### config.mk
export PLATFORM = sky130hd
export DESIGN_NAME = separation_distance_stop_monitor_core_flat
export DESIGN_NICKNAME = d
export VERILOG_FILES = /design/src/hdl/sdsm_pkg.sv /design/src/hdl/sdsm_if.sv /design/src/hdl/separation_distance_stop_monitor_core.sv /design/src/flat_wrapper.sv
export SDC_FILE = /design/constraint.sdc
export NUM_CORES = 2
export LEC_CHECK = 0
export BUFFER_PORTS_ARGS = -buffer_cell sky130_fd_sc_hd__buf_2
export CAP_MARGIN = 20
export CORE_MARGIN = 8
export CORE_UTILIZATION = 54
export CTS_CLUSTER_SIZE = 14
export DETAILED_ROUTE_END_ITERATION = 8
export GPL_ROUTABILITY_DRIVEN = 0
export PLACE_DENSITY = 0.82
export SLEW_MARGIN = 20
export SYNTH_ARGS = -nofsm -noshare
export SYNTH_HDL_FRONTEND = slang
export SYNTH_SLANG_ARGS = --single-unit
### constraint.sdc
create_clock -name clk_i -period 13 [get_ports clk_i]
set_clock_uncertainty 0.2 [all_clocks]
set_input_delay 3.9 -clock clk_i [delete_from_list [all_inputs] [get_ports clk_i]]
set_output_delay 3.9 -clock clk_i [all_outputs]
set_load 0.01 [all_outputs]
### src/hdl/sdsm_pkg.sv
// Shared widths, reset values and codes for the separation distance stop monitor.
// No dependencies; compile this file first.
`timescale 1ns / 1ps

package sdsm_pkg;

  // Field widths
  localparam int POSITION_WIDTH = 16;
  localparam int VAR_W          = 24;
  localparam int DIST_W         = 17;
  localparam int CONF_W         = 8;

  // Configuration port
  localparam int CFG_DATA_W = (DIST_W > CONF_W) ? DIST_W : CONF_W;
  localparam int CFG_IDX_W  = 1;

  localparam logic [CFG_IDX_W-1:0] REG_MIN_SEP    = CFG_IDX_W'(0);
  localparam logic [CFG_IDX_W-1:0] REG_CONFIDENCE = CFG_IDX_W'(1);

  // Reset values: threshold at full scale so the monitor stops until configured
  localparam logic [DIST_W-1:0] DIST_MAX   = {DIST_W{1'b1}};
  localparam logic [CONF_W-1:0] CONF_RESET = CONF_W'(8);

  // Transition codes on the result channel
  localparam logic [1:0] TRANS_NONE   = 2'd0;
  localparam logic [1:0] TRANS_STOP   = 2'd1;
  localparam logic [1:0] TRANS_RESUME = 2'd2;

endpackage

### src/hdl/sdsm_if.sv
// Valid/ready channel interfaces for pose input and monitor result transactions.
// Depends on sdsm_pkg for field widths.
`timescale 1ns / 1ps

interface sdsm_in_if;
  import sdsm_pkg::*;

  logic                             valid;
  logic                             ready;
  logic signed [POSITION_WIDTH-1:0] robot_x;
  logic signed [POSITION_WIDTH-1:0] robot_y;
  logic signed [POSITION_WIDTH-1:0] robot_z;
  logic        [VAR_W-1:0]          robot_var_x;
  logic        [VAR_W-1:0]          robot_var_y;
  logic        [VAR_W-1:0]          robot_var_z;
  logic signed [POSITION_WIDTH-1:0] operator_x;
  logic signed [POSITION_WIDTH-1:0] operator_y;
  logic signed [POSITION_WIDTH-1:0] operator_z;
  logic        [VAR_W-1:0]          operator_var_x;
  logic        [VAR_W-1:0]          operator_var_y;
  logic        [VAR_W-1:0]          operator_var_z;

  modport source (
    output valid, robot_x, robot_y, robot_z, robot_var_x, robot_var_y, robot_var_z,
           operator_x, operator_y, operator_z, operator_var_x, operator_var_y,
           operator_var_z,
    input  ready
  );

  modport sink (
    input  valid, robot_x, robot_y, robot_z, robot_var_x, robot_var_y, robot_var_z,
           operator_x, operator_y, operator_z, operator_var_x, operator_var_y,
           operator_var_z,
    output ready
  );
endinterface

interface sdsm_out_if;
  import sdsm_pkg::*;

  logic              valid;
  logic              ready;
  logic              stop_active;
  logic [1:0]        transition;
  logic [DIST_W-1:0] worst_distance_mm;

  modport source (
    output valid, stop_active, transition, worst_distance_mm,
    input  ready
  );

  modport sink (
    input  valid, stop_active, transition, worst_distance_mm,
    output ready
  );
endinterface

### src/hdl/separation_distance_stop_monitor_core.sv
// Separation distance stop monitor: top level with sequencer and shared datapath.
// Depends on sdsm_pkg and the channel interfaces in sdsm_if.sv.
`timescale 1ns / 1ps

// Each pose transaction runs, between acceptance and the next possible
// acceptance, multiply/accumulate steps on the shared multiplier, two
// 24-step divisions and three 17-step square roots on the shared subtractor,
// one scale multiply and a load of the result. The input is ready only
// while the sequencer is idle; the result sits in an output register, so a new
// pose is taken while the previous result still waits, and the sequencer holds
// its final step until that register is free. The stop threshold resets to full
// scale, so every pose requests stop until software lowers it. Write the
// configuration registers only while the monitor is idle.
module separation_distance_stop_monitor_core (
  input  logic                                  clk_i,
  input  logic                                  rst_ni,
  sdsm_in_if.sink                               item_i,
  sdsm_out_if.source                            result_o,
  input  logic                                  cfg_we_i,
  input  logic [sdsm_pkg::CFG_IDX_W-1:0]        cfg_idx_i,
  input  logic [sdsm_pkg::CFG_DATA_W-1:0]       cfg_data_i
);
  import sdsm_pkg::*;

  // Datapath widths
  localparam int PW     = POSITION_WIDTH;
  localparam int SQ_W   = 2 * PW;                 // one squared coordinate
  localparam int DEN_W  = 2 * PW;                 // sum of squared coordinates
  localparam int NUM_W  = 2 * PW + VAR_W;         // variance-weighted sum
  localparam int QUO_W  = VAR_W;                  // weighted mean variance
  localparam int SIG_W  = VAR_W / 2;              // radial deviation
  localparam int DSQ_W  = 2 * PW + 2;             // squared distance
  localparam int D_W    = PW + 1;                 // distance
  localparam int SRC_W  = DSQ_W;                  // root operand shifter
  localparam int MA_W   = SQ_W;
  localparam int MB_W   = (VAR_W > PW) ? VAR_W : PW;
  localparam int PROD_W = MA_W + MB_W;
  localparam int REM_W  = (DEN_W > D_W + 2) ? DEN_W : D_W + 2;
  localparam int SUB_W  = REM_W + 1;
  localparam int SC_W   = SIG_W + 1 + CONF_W;     // k times deviation sum
  localparam int QW     = ((D_W + 2 > SC_W) ? D_W + 2 : SC_W) + 1;
  localparam int IT_MAX = (QUO_W > SRC_W / 2) ? QUO_W : SRC_W / 2;
  localparam int IT_W   = $clog2(IT_MAX);

  // Sequencer states
  localparam logic [2:0] ST_IDLE  = 3'd0;
  localparam logic [2:0] ST_MUL   = 3'd1;
  localparam logic [2:0] ST_DIV   = 3'd2;
  localparam logic [2:0] ST_ROOT  = 3'd3;
  localparam logic [2:0] ST_SCALE = 3'd4;
  localparam logic [2:0] ST_DONE  = 3'd5;

  // Product groups during multiply/accumulate
  localparam logic [1:0] GRP_ROBOT = 2'd0;
  localparam logic [1:0] GRP_OPER  = 2'd1;
  localparam logic [1:0] GRP_DIFF  = 2'd2;

  // Divide / root jobs
  localparam logic [1:0] JOB_ROBOT = 2'd0;
  localparam logic [1:0] JOB_OPER  = 2'd1;
  localparam logic [1:0] JOB_DIST  = 2'd2;

  localparam logic [1:0] AXIS_LAST = 2'd2;

  // Control registers
  logic [2:0]        state_q, state_d;
  logic [1:0]        grp_q, grp_d;
  logic [1:0]        axis_q, axis_d;
  logic              kind_q, kind_d;
  logic              ph_q, ph_d;
  logic [1:0]        jb_q, jb_d;
  logic [IT_W-1:0]   it_q, it_d;
  logic              stop_q, stop_d;
  logic [DIST_W-1:0] min_sep_q, min_sep_d;
  logic [CONF_W-1:0] conf_q, conf_d;
  logic              out_valid_q, out_valid_d;

  // Payload registers
  logic signed [PW-1:0] pos_r_q [3];
  logic signed [PW-1:0] pos_r_d [3];
  logic signed [PW-1:0] pos_o_q [3];
  logic signed [PW-1:0] pos_o_d [3];
  logic [VAR_W-1:0]     var_r_q [3];
  logic [VAR_W-1:0]     var_r_d [3];
  logic [VAR_W-1:0]     var_o_q [3];
  logic [VAR_W-1:0]     var_o_d [3];
  logic [DEN_W-1:0]     den_r_q, den_r_d, den_o_q, den_o_d;
  logic [NUM_W-1:0]     num_r_q, num_r_d, num_o_q, num_o_d;
  logic [DSQ_W-1:0]     dsq_q, dsq_d;
  logic [PROD_W-1:0]    prod_q, prod_d;
  logic [REM_W-1:0]     rem_q, rem_d;
  logic [SRC_W-1:0]     src_q, src_d;
  logic [D_W-1:0]       root_q, root_d;
  logic [SIG_W-1:0]     sig_r_q, sig_r_d, sig_o_q, sig_o_d;
  logic [D_W-1:0]       dist_q, dist_d;
  logic                 out_stop_q, out_stop_d;
  logic [1:0]           out_trans_q, out_trans_d;
  logic [DIST_W-1:0]    out_worst_q, out_worst_d;

  // Shared datapath signals
  logic signed [PW-1:0] sel_r, sel_o;
  logic [PW:0]          abs_in, abs_neg;
  logic [PW-1:0]        mag;
  logic [VAR_W-1:0]     sel_var;
  logic [MA_W-1:0]      mul_a;
  logic [MB_W-1:0]      mul_b;
  logic [PROD_W-1:0]    mul_p;
  logic [NUM_W-1:0]     acc_sel, acc_sum;
  logic [DEN_W-1:0]     den_sel;
  logic [SUB_W-1:0]     sub_a, sub_b;
  logic [SUB_W:0]       sub_diff;
  logic                 ge;
  logic [REM_W-1:0]     rem_next;
  logic [D_W-1:0]       root_new;
  logic [SIG_W:0]       sig_sum;
  logic [QW-1:0]        q_val;
  logic [QW-4:0]        q_shift;
  logic [DIST_W-1:0]    worst;
  logic                 below;
  logic                 in_fire, out_fire, done_go;

  assign in_fire  = item_i.valid && item_i.ready;
  assign out_fire = out_valid_q && result_o.ready;
  assign done_go  = (state_q == ST_DONE) && (!out_valid_q || result_o.ready);

  // Pick the coordinate or coordinate difference for this step and take its magnitude
  assign sel_r   = pos_r_q[axis_q];
  assign sel_o   = pos_o_q[axis_q];
  assign abs_in  = (grp_q == GRP_DIFF) ? ({sel_r[PW-1], sel_r} - {sel_o[PW-1], sel_o}) :
                   (grp_q[0] ? {sel_o[PW-1], sel_o} : {sel_r[PW-1], sel_r});
  assign abs_neg = (~abs_in) + (PW + 1)'(1);
  assign mag     = abs_in[PW] ? abs_neg[PW-1:0] : abs_in[PW-1:0];
  assign sel_var = grp_q[0] ? var_o_q[axis_q] : var_r_q[axis_q];

  // Shared multiplier operands
  assign sig_sum = {1'b0, sig_r_q} + {1'b0, sig_o_q};
  always_comb begin
    if (state_q == ST_SCALE) begin
      mul_a = MA_W'(sig_sum);
      mul_b = MB_W'(conf_q);
    end else if (grp_q != GRP_DIFF && kind_q) begin
      mul_a = prod_q[SQ_W-1:0];
      mul_b = MB_W'(sel_var);
    end else begin
      mul_a = MA_W'(mag);
      mul_b = MB_W'(mag);
    end
  end
  assign mul_p = mul_a * mul_b;

  // Shared accumulator adder
  always_comb begin
    case (grp_q)
      GRP_ROBOT: acc_sel = kind_q ? num_r_q : NUM_W'(den_r_q);
      GRP_OPER:  acc_sel = kind_q ? num_o_q : NUM_W'(den_o_q);
      default:   acc_sel = NUM_W'(dsq_q);
    endcase
  end
  assign acc_sum = acc_sel + prod_q[NUM_W-1:0];

  // Shared subtract/compare unit for restoring division and digit-by-digit root
  assign den_sel = jb_q[0] ? den_o_q : den_r_q;
  always_comb begin
    if (state_q == ST_DIV) begin
      sub_a = SUB_W'({rem_q[DEN_W-1:0], src_q[QUO_W-1]});
      sub_b = SUB_W'(den_sel);
    end else begin
      sub_a = SUB_W'({rem_q[REM_W-2:0], src_q[SRC_W-1:SRC_W-2]});
      sub_b = SUB_W'({root_q, 2'b01});
    end
  end
  assign sub_diff = {1'b0, sub_a} - {1'b0, sub_b};
  assign ge       = ~sub_diff[SUB_W];
  assign rem_next = ge ? sub_diff[REM_W-1:0] : sub_a[REM_W-1:0];
  assign root_new = {root_q[D_W-2:0], ge};

  // Worst-case distance in millimetres, computed in quarter millimetres, floored and saturated
  assign q_val   = QW'({dist_q, 2'b00}) - QW'(prod_q[SC_W-1:0]);
  assign q_shift = q_val[QW-2:2];
  assign worst   = q_val[QW-1] ? '0 :
                   ((q_shift > (QW - 3)'(DIST_MAX)) ? DIST_MAX : q_shift[DIST_W-1:0]);
  assign below   = (worst <= min_sep_q);

  // Sequencer and datapath next state
  always_comb begin
    state_d     = state_q;
    grp_d       = grp_q;
    axis_d      = axis_q;
    kind_d      = kind_q;
    ph_d        = ph_q;
    jb_d        = jb_q;
    it_d        = it_q;
    stop_d      = stop_q;
    min_sep_d   = min_sep_q;
    conf_d      = conf_q;
    pos_r_d     = pos_r_q;
    pos_o_d     = pos_o_q;
    var_r_d     = var_r_q;
    var_o_d     = var_o_q;
    den_r_d     = den_r_q;
    den_o_d     = den_o_q;
    num_r_d     = num_r_q;
    num_o_d     = num_o_q;
    dsq_d       = dsq_q;
    prod_d      = prod_q;
    rem_d       = rem_q;
    src_d       = src_q;
    root_d      = root_q;
    sig_r_d     = sig_r_q;
    sig_o_d     = sig_o_q;
    dist_d      = dist_q;
    out_stop_d  = out_stop_q;
    out_trans_d = out_trans_q;
    out_worst_d = out_worst_q;
    out_valid_d = out_fire ? 1'b0 : out_valid_q;

    // Configuration writes
    if (cfg_we_i) begin
      case (cfg_idx_i)
        REG_MIN_SEP:    min_sep_d = cfg_data_i[DIST_W-1:0];
        REG_CONFIDENCE: conf_d    = cfg_data_i[CONF_W-1:0];
        default:        ;
      endcase
    end

    case (state_q)
      // Capture the pose transaction and clear the accumulators
      ST_IDLE: begin
        if (in_fire) begin
          pos_r_d[0] = item_i.robot_x;
          pos_r_d[1] = item_i.robot_y;
          pos_r_d[2] = item_i.robot_z;
          pos_o_d[0] = item_i.operator_x;
          pos_o_d[1] = item_i.operator_y;
          pos_o_d[2] = item_i.operator_z;
          var_r_d[0] = item_i.robot_var_x;
          var_r_d[1] = item_i.robot_var_y;
          var_r_d[2] = item_i.robot_var_z;
          var_o_d[0] = item_i.operator_var_x;
          var_o_d[1] = item_i.operator_var_y;
          var_o_d[2] = item_i.operator_var_z;
          den_r_d    = '0;
          den_o_d    = '0;
          num_r_d    = '0;
          num_o_d    = '0;
          dsq_d      = '0;
          grp_d      = GRP_ROBOT;
          axis_d     = '0;
          kind_d     = 1'b0;
          ph_d       = 1'b0;
          state_d    = ST_MUL;
        end
      end

      // Multiply on phase 0, accumulate on phase 1, then advance the step
      ST_MUL: begin
        if (!ph_q) begin
          prod_d = mul_p;
          ph_d   = 1'b1;
        end else begin
          ph_d = 1'b0;
          case (grp_q)
            GRP_ROBOT: begin
              if (kind_q) num_r_d = acc_sum;
              else        den_r_d = acc_sum[DEN_W-1:0];
            end
            GRP_OPER: begin
              if (kind_q) num_o_d = acc_sum;
              else        den_o_d = acc_sum[DEN_W-1:0];
            end
            default: dsq_d = acc_sum[DSQ_W-1:0];
          endcase
          if (grp_q != GRP_DIFF && !kind_q) begin
            kind_d = 1'b1;
          end else begin
            kind_d = 1'b0;
            if (axis_q == AXIS_LAST) begin
              axis_d = '0;
              if (grp_q == GRP_DIFF) begin
                // Start the robot division
                jb_d    = JOB_ROBOT;
                rem_d   = REM_W'(num_r_q[NUM_W-1:QUO_W]);
                src_d   = SRC_W'(num_r_q[QUO_W-1:0]);
                it_d    = IT_W'(QUO_W - 1);
                state_d = ST_DIV;
              end else begin
                grp_d = grp_q + 2'd1;
              end
            end else begin
              axis_d = axis_q + 2'd1;
            end
          end
        end
      end

      // One quotient bit per cycle; the quotient shifts into the low source bits
      ST_DIV: begin
        rem_d = rem_next;
        src_d = {src_q[SRC_W-1:QUO_W], src_q[QUO_W-2:0], ge};
        if (it_q == '0) begin
          rem_d   = '0;
          root_d  = '0;
          it_d    = IT_W'(SRC_W / 2 - 1);
          state_d = ST_ROOT;
        end else begin
          it_d = it_q - IT_W'(1);
        end
      end

      // One root bit per cycle, two operand bits consumed
      ST_ROOT: begin
        rem_d  = rem_next;
        src_d  = {src_q[SRC_W-3:0], 2'b00};
        root_d = root_new;
        if (it_q == '0) begin
          case (jb_q)
            JOB_ROBOT: begin
              sig_r_d = (den_r_q == '0) ? '0 : root_new[SIG_W-1:0];
              jb_d    = JOB_OPER;
              rem_d   = REM_W'(num_o_q[NUM_W-1:QUO_W]);
              src_d   = SRC_W'(num_o_q[QUO_W-1:0]);
              it_d    = IT_W'(QUO_W - 1);
              state_d = ST_DIV;
            end
            JOB_OPER: begin
              sig_o_d = (den_o_q == '0) ? '0 : root_new[SIG_W-1:0];
              jb_d    = JOB_DIST;
              rem_d   = '0;
              root_d  = '0;
              src_d   = dsq_q;
              it_d    = IT_W'(SRC_W / 2 - 1);
            end
            default: begin
              dist_d  = root_new;
              state_d = ST_SCALE;
            end
          endcase
        end else begin
          it_d = it_q - IT_W'(1);
        end
      end

      // k times the deviation sum on the shared multiplier
      ST_SCALE: begin
        prod_d  = mul_p;
        state_d = ST_DONE;
      end

      // Update the latch and load the result once the output register is free
      ST_DONE: begin
        if (done_go) begin
          out_valid_d = 1'b1;
          out_worst_d = worst;
          out_trans_d = TRANS_NONE;
          if (!stop_q && below) begin
            stop_d      = 1'b1;
            out_trans_d = TRANS_STOP;
          end else if (stop_q && !below) begin
            stop_d      = 1'b0;
            out_trans_d = TRANS_RESUME;
          end
          out_stop_d = stop_d;
          state_d    = ST_IDLE;
        end
      end

      default: state_d = ST_IDLE;
    endcase
  end

  // Control state
  always_ff @(posedge clk_i or negedge rst_ni) begin
    if (!rst_ni) begin
      state_q     <= ST_IDLE;
      grp_q       <= GRP_ROBOT;
      axis_q      <= '0;
      kind_q      <= 1'b0;
      ph_q        <= 1'b0;
      jb_q        <= JOB_ROBOT;
      it_q        <= '0;
      stop_q      <= 1'b0;
      min_sep_q   <= DIST_MAX;
      conf_q      <= CONF_RESET;
      out_valid_q <= 1'b0;
    end else begin
      state_q     <= state_d;
      grp_q       <= grp_d;
      axis_q      <= axis_d;
      kind_q      <= kind_d;
      ph_q        <= ph_d;
      jb_q        <= jb_d;
      it_q        <= it_d;
      stop_q      <= stop_d;
      min_sep_q   <= min_sep_d;
      conf_q      <= conf_d;
      out_valid_q <= out_valid_d;
    end
  end

  // Payload state
  always_ff @(posedge clk_i) begin
    pos_r_q     <= pos_r_d;
    pos_o_q     <= pos_o_d;
    var_r_q     <= var_r_d;
    var_o_q     <= var_o_d;
    den_r_q     <= den_r_d;
    den_o_q     <= den_o_d;
    num_r_q     <= num_r_d;
    num_o_q     <= num_o_d;
    dsq_q       <= dsq_d;
    prod_q      <= prod_d;
    rem_q       <= rem_d;
    src_q       <= src_d;
    root_q      <= root_d;
    sig_r_q     <= sig_r_d;
    sig_o_q     <= sig_o_d;
    dist_q      <= dist_d;
    out_stop_q  <= out_stop_d;
    out_trans_q <= out_trans_d;
    out_worst_q <= out_worst_d;
  end

  // Channel outputs
  assign item_i.ready               = (state_q == ST_IDLE);
  assign result_o.valid             = out_valid_q;
  assign result_o.stop_active       = out_stop_q;
  assign result_o.transition        = out_trans_q;
  assign result_o.worst_distance_mm = out_worst_q;

`ifndef SYNTHESIS
  // An accepted pose starts the multiply sequence
  assert property (@(posedge clk_i) disable iff (!rst_ni)
    in_fire |=> state_q == ST_MUL)
    else $error("accepted pose did not start the sequence");

  // Division remainder stays below a nonzero divisor
  assert property (@(posedge clk_i) disable iff (!rst_ni)
    (state_q == ST_DIV && den_sel != '0) |-> rem_q < REM_W'(den_sel))
    else $error("division remainder out of range");

  // Root remainder never exceeds twice the partial root
  assert property (@(posedge clk_i) disable iff (!rst_ni)
    state_q == ST_ROOT |-> rem_q <= REM_W'({root_q, 1'b0}))
    else $error("root remainder out of range");

  // Every latch change is reported on a pending result
  assert property (@(posedge clk_i) disable iff (!rst_ni)
    stop_q != $past(stop_q) |-> (out_valid_q && out_trans_q != TRANS_NONE))
    else $error("stop latch changed without a reported transition");
`endif

endmodule
### src/flat_wrapper.sv
// flat-port wrapper written by rule: the top's interface ports become plain ports
module separation_distance_stop_monitor_core_flat import sdsm_pkg::*;
  (clk_i, rst_ni, cfg_we_i, cfg_idx_i, cfg_data_i, item_i_valid, item_i_robot_x, item_i_robot_y, item_i_robot_z, item_i_robot_var_x, item_i_robot_var_y, item_i_robot_var_z, item_i_operator_x, item_i_operator_y, item_i_operator_z, item_i_operator_var_x, item_i_operator_var_y, item_i_operator_var_z, item_i_ready, result_o_valid, result_o_stop_active, result_o_transition, result_o_worst_distance_mm, result_o_ready);
  sdsm_in_if item_i_i ();
  sdsm_out_if result_o_i ();
  input  logic clk_i;
  input  logic rst_ni;
  input  logic cfg_we_i;
  input  logic [sdsm_pkg::CFG_IDX_W-1:0] cfg_idx_i;
  input  logic [sdsm_pkg::CFG_DATA_W-1:0] cfg_data_i;
  input wire logic [$bits(item_i_i.valid)-1:0] item_i_valid;
  input wire logic [$bits(item_i_i.robot_x)-1:0] item_i_robot_x;
  input wire logic [$bits(item_i_i.robot_y)-1:0] item_i_robot_y;
  input wire logic [$bits(item_i_i.robot_z)-1:0] item_i_robot_z;
  input wire logic [$bits(item_i_i.robot_var_x)-1:0] item_i_robot_var_x;
  input wire logic [$bits(item_i_i.robot_var_y)-1:0] item_i_robot_var_y;
  input wire logic [$bits(item_i_i.robot_var_z)-1:0] item_i_robot_var_z;
  input wire logic [$bits(item_i_i.operator_x)-1:0] item_i_operator_x;
  input wire logic [$bits(item_i_i.operator_y)-1:0] item_i_operator_y;
  input wire logic [$bits(item_i_i.operator_z)-1:0] item_i_operator_z;
  input wire logic [$bits(item_i_i.operator_var_x)-1:0] item_i_operator_var_x;
  input wire logic [$bits(item_i_i.operator_var_y)-1:0] item_i_operator_var_y;
  input wire logic [$bits(item_i_i.operator_var_z)-1:0] item_i_operator_var_z;
  output wire logic [$bits(item_i_i.ready)-1:0] item_i_ready;
  output wire logic [$bits(result_o_i.valid)-1:0] result_o_valid;
  output wire logic [$bits(result_o_i.stop_active)-1:0] result_o_stop_active;
  output wire logic [$bits(result_o_i.transition)-1:0] result_o_transition;
  output wire logic [$bits(result_o_i.worst_distance_mm)-1:0] result_o_worst_distance_mm;
  input wire logic [$bits(result_o_i.ready)-1:0] result_o_ready;
  assign item_i_i.valid = item_i_valid;
  assign item_i_i.robot_x = item_i_robot_x;
  assign item_i_i.robot_y = item_i_robot_y;
  assign item_i_i.robot_z = item_i_robot_z;
  assign item_i_i.robot_var_x = item_i_robot_var_x;
  assign item_i_i.robot_var_y = item_i_robot_var_y;
  assign item_i_i.robot_var_z = item_i_robot_var_z;
  assign item_i_i.operator_x = item_i_operator_x;
  assign item_i_i.operator_y = item_i_operator_y;
  assign item_i_i.operator_z = item_i_operator_z;
  assign item_i_i.operator_var_x = item_i_operator_var_x;
  assign item_i_i.operator_var_y = item_i_operator_var_y;
  assign item_i_i.operator_var_z = item_i_operator_var_z;
  assign item_i_ready = item_i_i.ready;
  assign result_o_valid = result_o_i.valid;
  assign result_o_stop_active = result_o_i.stop_active;
  assign result_o_transition = result_o_i.transition;
  assign result_o_worst_distance_mm = result_o_i.worst_distance_mm;
  assign result_o_i.ready = result_o_ready;
  separation_distance_stop_monitor_core u_core (.clk_i(clk_i), .rst_ni(rst_ni), .item_i(item_i_i), .result_o(result_o_i), .cfg_we_i(cfg_we_i), .cfg_idx_i(cfg_idx_i), .cfg_data_i(cfg_data_i));
endmodule
==> impl_results.md <==
* Dpl hpwl at 134700 µm
* Reg2reg setup slack at 0.50 ns
* Compound-Gate Fraction of Synth Area at 11.06%
* Sequential fraction of the synthesis area at 33.76%
* Syn avg cell area at 10.13 µm²
* Avg Vias per Cell at 6.181
* CTS Sinks at 693
* Share of cells above drive strength 1 at 11.54%
* Combinational family with the most area after synthesis: adder cells
* Critical Path RT at 13.19 ns
* DIE AREA at 0.1241 mm²
* Most numerous cell in the Yosys netlist: inv_1
* Wire length per cell at 23.29 µm
* Vias at 47.81k
* CP max stage delay at 0.83 ns
* Die boundary width at 352.3 µm
* Slowest-stage cell, CP: a21oi_2
* Post-CTS Hold Fix Bufs at 0
* Synth area leader: edfxtp_1
* Synth Area in Simple Gates at 13.26%
* Worst Path Arrival at 12.69 ns
* Buf/Inv on CP at 7
* GR Overflow Total at 0
* Max FO, Critical Path at 34
* Xor-xnor portion of the synthesized cell area at 2.467%
* Placed insts at 7582
* Worst slew margin at 15.47%
* Yosys warning total at 0
* Number of H-tree levels at 3
* Top post-synthesis cells by area: edfxtp_1, fa_1, ha_1, inv_1, nand2_1
* Synth top area share at 31.96%
* Commonest cells post-synth: inv_1, nand2_1, fa_1
* Yosys cell types at 92
* Footprint of the multi-input gates at 0.03620 mm²
* PortBufs at 284
* Min cycle time layout at 12.50 ns
* Hold crit path type: flip-flop to flip-flop
* Number of synthesized flops with an enable pin at 650
* Rows at 123
* Worst-Margin Slew at 1.268 ns
* Outcome: complete, but fails checks
* Largest net degree at the start of global routing at 182
* WL final at 180100 µm
* Num CTS Buffers at 75
* Filler-free cell count of the finished design at 7734
* Global-route wire length before repair at 277800 µm
* Flip-flop and latch area at 0.02063 mm²
* Syn Inst Count at 6027
* Clk_lat worst skew at 0.67 ns
* Initial antenna violation count at 18
* Core footprint at 0.1123 mm²
* FFs w/ async S/R, synth at 6.205%
* DRT iter0 DRCs at 5824
* Initial Utilization at 54.36%
* Crit share post-route at 96.14%
* Violated checks: DRC
* CP Capture Type: flip-flop
* Family with the most delay on the worst path: compound AO/OA/AOI/OAI gates
* Fin. max-slew vios at 0
* Fin nets at 7422
* DRC violation count after routing at 4
* Number of global-route vias before repair at 49.43k
* # IOs at 285
* Synth Register Bits at 693
* Fillers at 8822
* Critical setup path kind: flip-flop to flip-flop
* CTS clk-pin slew, worst paths at 0.06 ns
* Synthesized area at 0.06107 mm²
* Clock buffer depth at 3
* Final Hold Vio Count at 0
* Setup bufs post-CTS at 0
* First drt pass iteration count at 9
* Endpoints failing setup at 0
* Max Fclk at 80.01 MHz
* Critical Path Start Type: flip-flop
* CTS tree: yes
* Main synth FF type: edfxtp_1
* Root Buffer: clkbuf_16
* Mux cell area share after synthesis at 3.467%
* Number of max-cap violations at 0
* Post-Synth Adder-Cell Area at 28.58%
* Post-synth net total at 7288
* Most frequent cell on the critical path: fa_1
* Post-route ant nets at 0
* Layout area overhead at 9.025%
* Die Y at 352.3 µm
* Overall routing resource usage at 28.26%
* Unrepaired setup endpoints after global routing: true
==> cells by family (layout without fill, tap and decap cells) <==
logic type | after synthesis | count (layout)
compound gates | 1004 | 1004
flops | 693 | 693
other cells | 0 | 19
xor+xnor | 172 | 172
buf+inv | 1169 | 1357
fa+ha+maj | 998 | 998
mux | 194 | 194
simple gates | 1797 | 1797
==> routing by layer <==
layer / global-route usage [%] / up-vias / routed length, µm
met1: 35.86 / 23310 / 64210
met2: 44.84 / 3350 / 82280
met3: 6.817 / 725 / 21980
li1: - / 20420 / -
met5: 0 / - / 9
met4: 15.10 / 2 / 11660
==> final timing paths <==
kind,from,end,cells after the start
min in group asynchronous,rst_ni,u_core.stop_q,1
worst max-delay path,u_core.axis_q[1],u_core.prod_q[40],40
max in group asynchronous,rst_ni,u_core.axis_q[1],1
worst min-delay path,u_core.min_sep_q[6],u_core.min_sep_q[6],2
worst min register to register,u_core.min_sep_q[6],u_core.min_sep_q[6],2
worst max register to register,u_core.axis_q[1],u_core.prod_q[40],40
==> metrics by stage <==
stage | hold WS, ns | instance area, µm² | util [%] | setup TNS (ns) | setup WS (ns)
after floorplan | 0.2415 | 61070 | - | 0 | 1.976
after global placement | 0.2915 | 63940 | 56.91 | 0 | 0.8588
after detailed placement | 0.2978 | 63940 | 56.92 | 0 | 0.6624
after CTS | 0.3106 | 66490 | 59.18 | 0 | 0.3905
after global routing | 0.3214 | 66570 | 59.26 | -0.03800 | -0.03800
final | 0.3123 | 66580 | 59.27 | 0 | 0.5016
==> state kept, by name, indices dropped and copies added, names as in the netlist, 48 cells and up <==
| name | count |
|---|---|
| u_core.num_o_q | 56 |
| u_core.num_r_q | 56 |
| u_core.pos_o_q | 48 |
| u_core.pos_r_q | 48 |
| u_core.prod_q | 56 |
| u_core.var_o_q | 72 |
| u_core.var_r_q | 72 |
==> placed cells by master (no fill, tap or decap), types with 30 or more instances in the layout <==
cell / count
a22oi_1: 95
buf_2: 284
buf_4: 82
nor2b_1: 87
and3_1: 32
mux2i_1: 65
nand4_1: 40
nand3_1: 47
xor2_1: 71
fa_1: 662
a21o_1: 117
edfxtp_1: 650
nand2b_1: 33
clkbuf_16: 76
o21a_1: 30
and2_1: 177
mux2_2: 126
nand2_1: 783
a21oi_1: 245
nor2_1: 448
inv_1: 856
a221oi_1: 31
nor3_1: 43
o21ai_0: 168
xnor2_1: 101
ha_1: 334
==> final cells by class <==
cell class              instances  area share [%]
diodes                         19         0.07141
well taps                    1500           2.819
flip-flops and latches        693           30.98
clock inverters                43          0.8776
inverters                     858           4.837
repair buffers                368           3.097
multi-input cells            4165           54.38
clock buffers                  88           2.939
==> worst reg2reg max path, delay by kind of cell (launching register included) <==
kind / cells / cell delay, ns
buf+inv: 7 / 0.66
simple gates: 5 / 0.96
flops: 1 / 0.70
fa+ha+maj: 10 / 4.50
xor+xnor: 2 / 0.33
compound gates: 16 / 4.89
==> repair_timing <==
item | 4_1_cts | 5_1_grt
endpoints found under the setup margin | 0 | 5
resized for setup | 0 | 3
hold endpoints to repair | 0 | 0
Power is not shown: default switching activity piles up to over one toggle a cycle in this logic, so the estimate is an artifact.
